### config.mk
export PLATFORM = sky130hd
export DESIGN_NAME = four_register_alu_executor_unit
export DESIGN_NICKNAME = d
export VERILOG_FILES = /design/src/rtl/frae_pkg.sv /design/src/rtl/frae_front.sv /design/src/rtl/frae_queue.sv /design/src/rtl/frae_back.sv /design/src/rtl/four_register_alu_executor_unit.sv
export SDC_FILE = /design/constraint.sdc
export NUM_CORES = 2
export LEC_CHECK = 0
export ABC_AREA = 1
export CORE_MARGIN = 3
export CORE_UTILIZATION = 56
export CTS_BUF_LIST = sky130_fd_sc_hd__clkbuf_16
export DETAILED_ROUTE_END_ITERATION = 10
export DONT_BUFFER_PORTS = 1
export GPL_TIMING_DRIVEN = 1
export PLACE_DENSITY = 0.74
export SYNTH_ARGS = -nofsm -noshare
export SYNTH_HDL_FRONTEND = slang
export SYNTH_SLANG_ARGS = --single-unit
### constraint.sdc
create_clock -name clk_i -period 8.6 [get_ports clk_i]
set_input_delay 0.43 -clock clk_i [delete_from_list [all_inputs] [get_ports clk_i]]
set_output_delay 0.43 -clock clk_i [all_outputs]
set_load 0.02 [all_outputs]
### src/rtl/frae_pkg.sv
package frae_pkg;

  typedef enum logic [3:0] {
    OP_ADDR = 4'd0,
    OP_ADDI = 4'd1,
    OP_MULR = 4'd2,
    OP_MULI = 4'd3,
    OP_BANR = 4'd4,
    OP_BANI = 4'd5,
    OP_BORR = 4'd6,
    OP_BORI = 4'd7,
    OP_SETR = 4'd8,
    OP_SETI = 4'd9,
    OP_GTIR = 4'd10,
    OP_GTRI = 4'd11,
    OP_GTRR = 4'd12,
    OP_EQIR = 4'd13,
    OP_EQRI = 4'd14,
    OP_EQRR = 4'd15
  } op_e;

  localparam int unsigned CodeWidth    = 4;
  localparam int unsigned OperandWidth = 32;
  localparam int unsigned IndexWidth   = 2;
  localparam int unsigned NumRegs      = 4;
  localparam int unsigned OutWidth     = 32;
  localparam int unsigned MapWidth     = 64;

  localparam logic [MapWidth-1:0] MapReset = 64'hFEDC_BA98_7654_3210;

  // one decoded instruction as it waits between front and back
  typedef struct packed {
    op_e                          op;
    logic                         a_is_reg;
    logic                         b_is_reg;
    logic                         bad;
    logic [OperandWidth-1:0]      operand_a;
    logic [OperandWidth-1:0]      operand_b;
    logic [IndexWidth-1:0]        dest;
  } instr_t;

  function automatic logic op_a_is_reg(op_e op);
    return !(op inside {OP_SETI, OP_GTIR, OP_EQIR});
  endfunction

  // setr and seti ignore b, so b is never an index for them
  function automatic logic op_b_is_reg(op_e op);
    return op inside {OP_ADDR, OP_MULR, OP_BANR, OP_BORR, OP_GTIR, OP_GTRR, OP_EQIR, OP_EQRR};
  endfunction

endpackage

### src/rtl/frae_front.sv
module frae_front (
  input  logic                                   clk_i,
  input  logic                                   rst_ni,
  input  logic                                   cfg_we_i,
  input  logic [frae_pkg::MapWidth-1:0]          cfg_wdata_i,
  input  logic [frae_pkg::CodeWidth-1:0]         code_i,
  input  logic [frae_pkg::OperandWidth-1:0]      operand_a_i,
  input  logic [frae_pkg::OperandWidth-1:0]      operand_b_i,
  input  logic [frae_pkg::IndexWidth-1:0]        dest_index_i,
  output frae_pkg::instr_t                       instr_o
);
  import frae_pkg::*;

  logic [MapWidth-1:0] map_d, map_q;
  op_e                 op;
  logic                a_reg, b_reg;

  assign map_d = cfg_we_i ? cfg_wdata_i : map_q;

  always_ff @(posedge clk_i or negedge rst_ni) begin
    if (!rst_ni) begin
      map_q <= MapReset;
    end else begin
      map_q <= map_d;
    end
  end

  always_comb begin
    op    = op_e'(map_q[code_i*CodeWidth +: CodeWidth]);
    a_reg = op_a_is_reg(op);
    b_reg = op_b_is_reg(op);
    instr_o.op        = op;
    instr_o.a_is_reg  = a_reg;
    instr_o.b_is_reg  = b_reg;
    // an index above 3 means any upper bit set
    instr_o.bad       = (a_reg && (operand_a_i[OperandWidth-1:IndexWidth] != '0))
                     || (b_reg && (operand_b_i[OperandWidth-1:IndexWidth] != '0));
    instr_o.operand_a = operand_a_i;
    instr_o.operand_b = operand_b_i;
    instr_o.dest      = dest_index_i;
  end

endmodule

### src/rtl/frae_queue.sv
module frae_queue (
  input  logic             clk_i,
  input  logic             rst_ni,
  input  logic             push_i,
  input  frae_pkg::instr_t push_data_i,
  output logic             full_o,
  input  logic             pop_i,
  output logic             valid_o,
  output frae_pkg::instr_t pop_data_o
);
  import frae_pkg::*;

  localparam int unsigned Depth = 2;

  instr_t      mem_q [Depth];
  logic        wr_ptr_d, wr_ptr_q;
  logic        rd_ptr_d, rd_ptr_q;
  logic [1:0]  count_d, count_q;

  assign full_o     = (count_q == 2'(Depth));
  assign valid_o    = (count_q != 2'd0);
  assign pop_data_o = mem_q[rd_ptr_q];

  always_comb begin
    wr_ptr_d = push_i ? ~wr_ptr_q : wr_ptr_q;
    rd_ptr_d = pop_i  ? ~rd_ptr_q : rd_ptr_q;
    count_d  = count_q + 2'(push_i) - 2'(pop_i);
  end

  always_ff @(posedge clk_i or negedge rst_ni) begin
    if (!rst_ni) begin
      wr_ptr_q <= 1'b0;
      rd_ptr_q <= 1'b0;
      count_q  <= 2'd0;
    end else begin
      wr_ptr_q <= wr_ptr_d;
      rd_ptr_q <= rd_ptr_d;
      count_q  <= count_d;
    end
  end

  always_ff @(posedge clk_i) begin
    if (push_i) begin
      mem_q[wr_ptr_q] <= push_data_i;
    end
  end

endmodule

### src/rtl/frae_back.sv
module frae_back #(
  parameter int unsigned DATA_WIDTH = 32
) (
  input  logic                             clk_i,
  input  logic                             rst_ni,
  input  logic                             valid_i,
  input  frae_pkg::instr_t                 instr_i,
  output logic                             pop_o,
  output logic                             out_valid_o,
  input  logic                             out_ready_i,
  output logic [frae_pkg::OutWidth-1:0]    reg_zero_o,
  output logic [frae_pkg::OutWidth-1:0]    reg_one_o,
  output logic [frae_pkg::OutWidth-1:0]    reg_two_o,
  output logic [frae_pkg::OutWidth-1:0]    reg_three_o,
  output logic                             bad_index_o
);
  import frae_pkg::*;

  logic [DATA_WIDTH-1:0] rf_q [NumRegs];
  logic [DATA_WIDTH-1:0] rf_d [NumRegs];
  logic [DATA_WIDTH-1:0] va, vb, res;
  logic                  exec;
  logic                  out_valid_d, out_valid_q;
  logic [OutWidth-1:0]   out_reg_q [NumRegs];
  logic                  bad_q;

  function automatic logic [DATA_WIDTH-1:0] rf_read(
    input logic [DATA_WIDTH-1:0] r0, input logic [DATA_WIDTH-1:0] r1,
    input logic [DATA_WIDTH-1:0] r2, input logic [DATA_WIDTH-1:0] r3,
    input logic [IndexWidth-1:0] idx);
    logic [DATA_WIDTH-1:0] v;
    case (idx)
      2'd0:    v = r0;
      2'd1:    v = r1;
      2'd2:    v = r2;
      default: v = r3;
    endcase
    return v;
  endfunction

  // execute when the output slot is free or being drained this cycle
  assign exec  = valid_i && (!out_valid_q || out_ready_i);
  assign pop_o = exec;

  always_comb begin
    va = instr_i.a_is_reg
       ? rf_read(rf_q[0], rf_q[1], rf_q[2], rf_q[3], instr_i.operand_a[IndexWidth-1:0])
       : DATA_WIDTH'(instr_i.operand_a);
    vb = instr_i.b_is_reg
       ? rf_read(rf_q[0], rf_q[1], rf_q[2], rf_q[3], instr_i.operand_b[IndexWidth-1:0])
       : DATA_WIDTH'(instr_i.operand_b);
    case (instr_i.op)
      OP_ADDR, OP_ADDI:          res = va + vb;
      OP_MULR, OP_MULI:          res = va * vb;
      OP_BANR, OP_BANI:          res = va & vb;
      OP_BORR, OP_BORI:          res = va | vb;
      OP_SETR, OP_SETI:          res = va;
      OP_GTIR, OP_GTRI, OP_GTRR: res = DATA_WIDTH'(va > vb);
      default:                   res = DATA_WIDTH'(va == vb);
    endcase
    for (int i = 0; i < NumRegs; i++) begin
      rf_d[i] = rf_q[i];
      if (exec && !instr_i.bad && (instr_i.dest == IndexWidth'(i))) begin
        rf_d[i] = res;
      end
    end
    out_valid_d = exec || (out_valid_q && !out_ready_i);
  end

  always_ff @(posedge clk_i or negedge rst_ni) begin
    if (!rst_ni) begin
      for (int i = 0; i < NumRegs; i++) begin
        rf_q[i] <= '0;
      end
      out_valid_q <= 1'b0;
    end else begin
      for (int i = 0; i < NumRegs; i++) begin
        rf_q[i] <= rf_d[i];
      end
      out_valid_q <= out_valid_d;
    end
  end

  // output beat is a snapshot of the file right after the step
  always_ff @(posedge clk_i) begin
    if (exec) begin
      for (int i = 0; i < NumRegs; i++) begin
        out_reg_q[i] <= OutWidth'(rf_d[i]);
      end
      bad_q <= instr_i.bad;
    end
  end

  assign out_valid_o = out_valid_q;
  assign reg_zero_o  = out_reg_q[0];
  assign reg_one_o   = out_reg_q[1];
  assign reg_two_o   = out_reg_q[2];
  assign reg_three_o = out_reg_q[3];
  assign bad_index_o = bad_q;

endmodule

### src/rtl/four_register_alu_executor_unit.sv
// Executes one register-machine instruction per input beat on a file of four
// DATA_WIDTH-bit registers, cleared at reset. The 4-bit code is translated
// through the 64-bit code map (nibble k holds the operation for code k,
// identity after reset) before the instruction is queued. Each output beat
// reports all four registers after the step (low 32 bits) and bad_index,
// which is set with no write when a register operand index exceeds 3.
// Throughput is one instruction per cycle while the output is not stalled;
// the back end reads the register file, runs the alu (one DATA_WIDTH
// multiplier) and writes back as it takes the instruction. A two-entry queue
// between decode and execute plus the output register absorb stalls.
// Write the code map only while no instruction is in flight.
module four_register_alu_executor_unit #(
  parameter int unsigned DATA_WIDTH = 32
) (
  input  logic                                   clk_i,
  input  logic                                   rst_ni,
  input  logic                                   cfg_we_i,
  input  logic [frae_pkg::MapWidth-1:0]          cfg_wdata_i,
  input  logic                                   in_valid_i,
  output logic                                   in_ready_o,
  input  logic [frae_pkg::CodeWidth-1:0]         code_i,
  input  logic [frae_pkg::OperandWidth-1:0]      operand_a_i,
  input  logic [frae_pkg::OperandWidth-1:0]      operand_b_i,
  input  logic [frae_pkg::IndexWidth-1:0]        dest_index_i,
  output logic                                   out_valid_o,
  input  logic                                   out_ready_i,
  output logic [frae_pkg::OutWidth-1:0]          reg_zero_o,
  output logic [frae_pkg::OutWidth-1:0]          reg_one_o,
  output logic [frae_pkg::OutWidth-1:0]          reg_two_o,
  output logic [frae_pkg::OutWidth-1:0]          reg_three_o,
  output logic                                   bad_index_o
);
  import frae_pkg::*;

  instr_t dec_instr, q_instr;
  logic   q_full, q_valid, q_pop, push;

  assign in_ready_o = !q_full;
  assign push       = in_valid_i && !q_full;

  frae_front u_front (
    .clk_i        (clk_i),
    .rst_ni       (rst_ni),
    .cfg_we_i     (cfg_we_i),
    .cfg_wdata_i  (cfg_wdata_i),
    .code_i       (code_i),
    .operand_a_i  (operand_a_i),
    .operand_b_i  (operand_b_i),
    .dest_index_i (dest_index_i),
    .instr_o      (dec_instr)
  );

  frae_queue u_queue (
    .clk_i       (clk_i),
    .rst_ni      (rst_ni),
    .push_i      (push),
    .push_data_i (dec_instr),
    .full_o      (q_full),
    .pop_i       (q_pop),
    .valid_o     (q_valid),
    .pop_data_o  (q_instr)
  );

  frae_back #(
    .DATA_WIDTH (DATA_WIDTH)
  ) u_back (
    .clk_i       (clk_i),
    .rst_ni      (rst_ni),
    .valid_i     (q_valid),
    .instr_i     (q_instr),
    .pop_o       (q_pop),
    .out_valid_o (out_valid_o),
    .out_ready_i (out_ready_i),
    .reg_zero_o  (reg_zero_o),
    .reg_one_o   (reg_one_o),
    .reg_two_o   (reg_two_o),
    .reg_three_o (reg_three_o),
    .bad_index_o (bad_index_o)
  );

endmodule

==> out/metrics.csv <==
stage,metric,value,unit
worst_hold_path,hold crit path type,in2reg,
sta,Max-slew headroom,20.7,%
logic_synthesis,ys flop type,edfxtp_1,
clocking,CTS Buffer Depth,3,
cells_and_area,layout cells sized above 1,15.8,%
setup_path,CP endpoint kind,flip-flop,
sta,fin crit share,100,%
setup_path,most frequent CP cell,fa_1,
sta,RSZ-0062 raised after global routing,yes,
logic_synthesis,post-synth top area share,20.5,%
detailed_routing,met3 wire length,15.5,mm
setup_path,crit path buf inv count,11,
setup_path,CP arrival,8980,ps
detailed_routing,WL met2,67.6,mm
logic_synthesis,"Seq/Total Area, Yosys",32.8,%
run_status,violated checks,negative setup slack,
die,io pins,270,
place,DP Worst Slack,-367,ps
logic_synthesis,post-synthesis async set-or-reset flop share,41.7,%
sta,fmax,0.116,GHz
detailed_routing,post-DR wirelength/cell,24.3,um
cells_and_area,fin nets,5892,
place,DPL Wire Length,111,mm
global_route,initial antenna violation count,11,
die,die area,0.0754,mm2
flow_run,max cap viols,0,
detailed_routing,DRC,0,
sta,Worst Max-Slew Pin Slew,1180,ps
sta,Slew Limit Fails,0,
detailed_routing,1st-iter DRT viols,4119,
setup_path,critical path required time,8940,ps
detailed_routing,Detailed Routing Iterations Pass 1,7,
place,I/O Buffers,0,
cells_and_area,Post-Route Utilization,68.0,%
setup_path,crit-path max cell delay,590,ps
clocking,worst skew pair latency,610,ps
setup_path,CP max stage cell,fa_1,
sta,Fin. Hold Viols,0,
logic_synthesis,post-synthesis cell area,0.0404,mm2
run_status,status,finished with violations,
global_route,first-pass GRT wire length,219,mm
logic_synthesis,synthesized flop and latch total,472,
global_route,vias in the first global route,35200,
clocking,# H-tree levels,2,
clocking,clk slew on worst S/H paths,70,ps
detailed_routing,ANT nets after route,0,
sta,Setup-failing EPs final,2,
setup_path,Setup Crit Path Kind,reg2reg,
detailed_routing,via count,35300,
global_route,GRT overflow,0,
die,initial core utilization,57.1,%
logic_synthesis,syn nets,5479,
die,# rows,97,
clocking,CTS Sinks,472,
global_route,largest net degree at the start of global routing,198,
detailed_routing,Total Wirelength,148,mm
die,die height,275,um
logic_synthesis,most frequent cell after synthesis,nand2_1,
setup_path,CP startpoint kind,flip-flop,
detailed_routing,uppermost layer routed,met5,
sta,worst setup margin,-39.6,ps
detailed_routing,WL met1,57.4,mm
global_route,GRT Total Usage,39.2,%
die,Core ar.,0.0708,mm2
logic_synthesis,Yosys top cell by area,edfxtp_1,
sta,min Tclk post-route,8640,ps
setup_path,worst-path maximum fanout,13,
logic_synthesis,cell count after synthesis,4711,
logic_synthesis,Post-synth EDFFs,275,
clocking,Inserted Clock Buffers,46,
logic_synthesis,yosys synthesis warning count,0,
logic_synthesis,top post-synthesis cells by count,"nand2_1, inv_1, fa_1",
clocking,Root Buffer,clkbuf_16,
sta,Worst Skew,43.8,ps
logic_synthesis,dominant cells by area after synthesis,"edfxtp_1, fa_1, nand2_1",
detailed_routing,via/cell ratio,5.79,
logic_synthesis,Netlist cell types,60,
cells_and_area,synthesis-to-layout area growth,19.2,%
clocking,clock tree from TritonCTS,yes,
die,Die Wd,275,um
setup_path,largest delay contributor family on the critical path,adder cells,
logic_synthesis,"Avg Cell Area, Syn",8.57,um2
place,Placer Congestion,1.01,
-- cell type report --
type	count	area [um2]
Antenna cell	4	10.0
Fill cell	5426	22600
Clock buffer	47	1180
Timing Repair Buffer	576	5340
Sequential cell	472	13200
Clock inverter	37	424
Inverter	1006	3790
Tap cell	940	1180
Multi-Input combinational cell	3022	23000
-- metal layers --
layer / GRT usage (%) / up-vias
met4: 16.3 / 6
met2: 62.0 / 2260
met3: 7.25 / 441
met1: 53.6 / 17200
li1: - / 15400
met5: 0 / -
-- worst paths after layout --
check	end	depth (start not counted)	start	slack [ps]
worst min register to register	u_front.map_q[20]	2	u_front.map_q[20]	500
worst min-delay path	u_back.out_valid_o	3	out_ready_i	60
max in group asynchronous	u_back.rf_q[42]	2	rst_ni	7250
worst max-delay path	u_back.out_reg_q[3][30]	33	u_queue.rd_ptr_q	-40
min in group asynchronous	u_front.map_q[3]	2	rst_ni	570
worst max register to register	u_back.out_reg_q[3][30]	33	u_queue.rd_ptr_q	-40
-- sequential cells by signal, summed over array words and instances (netlist names) --
register	flops
u_back.rf_q	128
u_queue.mem_q	146
u_back.out_reg_q	128
u_back.out_valid_o	1
u_back.bad_index_o	1
u_queue.rd_ptr_q	1
u_queue.wr_ptr_q	1
u_queue.count_q	2
u_front.map_q	64
-- worst reg2reg max path: cells and delay by family, from the launching register on --
family | cells | cell delay (ps)
AOI/OAI and AO/OA | 7 | 1150
adders and majority gates | 9 | 4480
buffers and inverters | 11 | 1450
DFF | 1 | 490
and+or+nand+nor | 6 | 800
-- cell families (layout without fill, tap and decap cells) --
| group | Yosys count | count (layout) | synth area share [%] |
|---|---|---|---|
| AND/OR/NAND/NOR | 1722 | 1723 | 17.9 |
| buffers and inverters | 1218 | 1666 | 11.9 |
| flip-flops | 472 | 472 | 32.8 |
| adder cells (fa/ha/maj) | 629 | 629 | 27.1 |
| AO/OA/AOI/OAI | 600 | 600 | 8.62 |
| multiplexers | 44 | 44 | 1.19 |
| other | 0 | 4 | 0 |
| XOR/XNOR | 26 | 26 | 0.564 |
-- placed cells by master, fill, tap and decap left out, types with 22 or more instances in the layout --
cell,synthesis,layout
fa_1,409,399
nor4_1,22,22
mux2_2,32,32
buf_12,1,34
edfxtp_1,275,275
clkbuf_16,0,50
nor2_1,149,140
buf_6,16,31
nand3_1,190,185
dfrtp_1,165,164
o211ai_1,66,66
nand2_2,32,54
inv_1,999,998
o21ai_1,24,38
o21ai_0,259,237
or2_2,60,60
ha_1,220,210
a21oi_1,143,128
nand2_1,1217,1187
buf_4,14,371
dlygate4sd3_1,0,131
dfstp_2,32,32
-- repair_timing --
| action | 4_1_cts | 5_1_grt |
|---|---|---|
| setup buffers | 2 | 18 |
| resized for setup | 24 | 169 |
| hold buffers | 133 | 0 |
| pin swaps | 6 | 60 |
| endpoints found under the setup margin | 51 | 97 |
| gates cloned | 0 | 4 |
| hold endpoints to repair | 393 | 0 |
-- stage by stage --
stage | cell area (um2) | cells | hold slack, ps | TNS (ps)
3_3_place_gp | 44200 | 5860 | 139 | -3070
5_1_grt | 48100 | 6104 | 79.1 | -2420
6_report | 48100 | 6104 | 59.4 | -58.9
3_5_place_dp | 44200 | 5860 | 139 | -7920
4_1_cts | 47200 | 6079 | 1.09 | 0
2_1_floorplan | 40400 | 4711 | 134 | 0
Power is left out: the tool's default activity adds up to more than one toggle a clock period on the data nets, which glitch-free logic cannot reach.
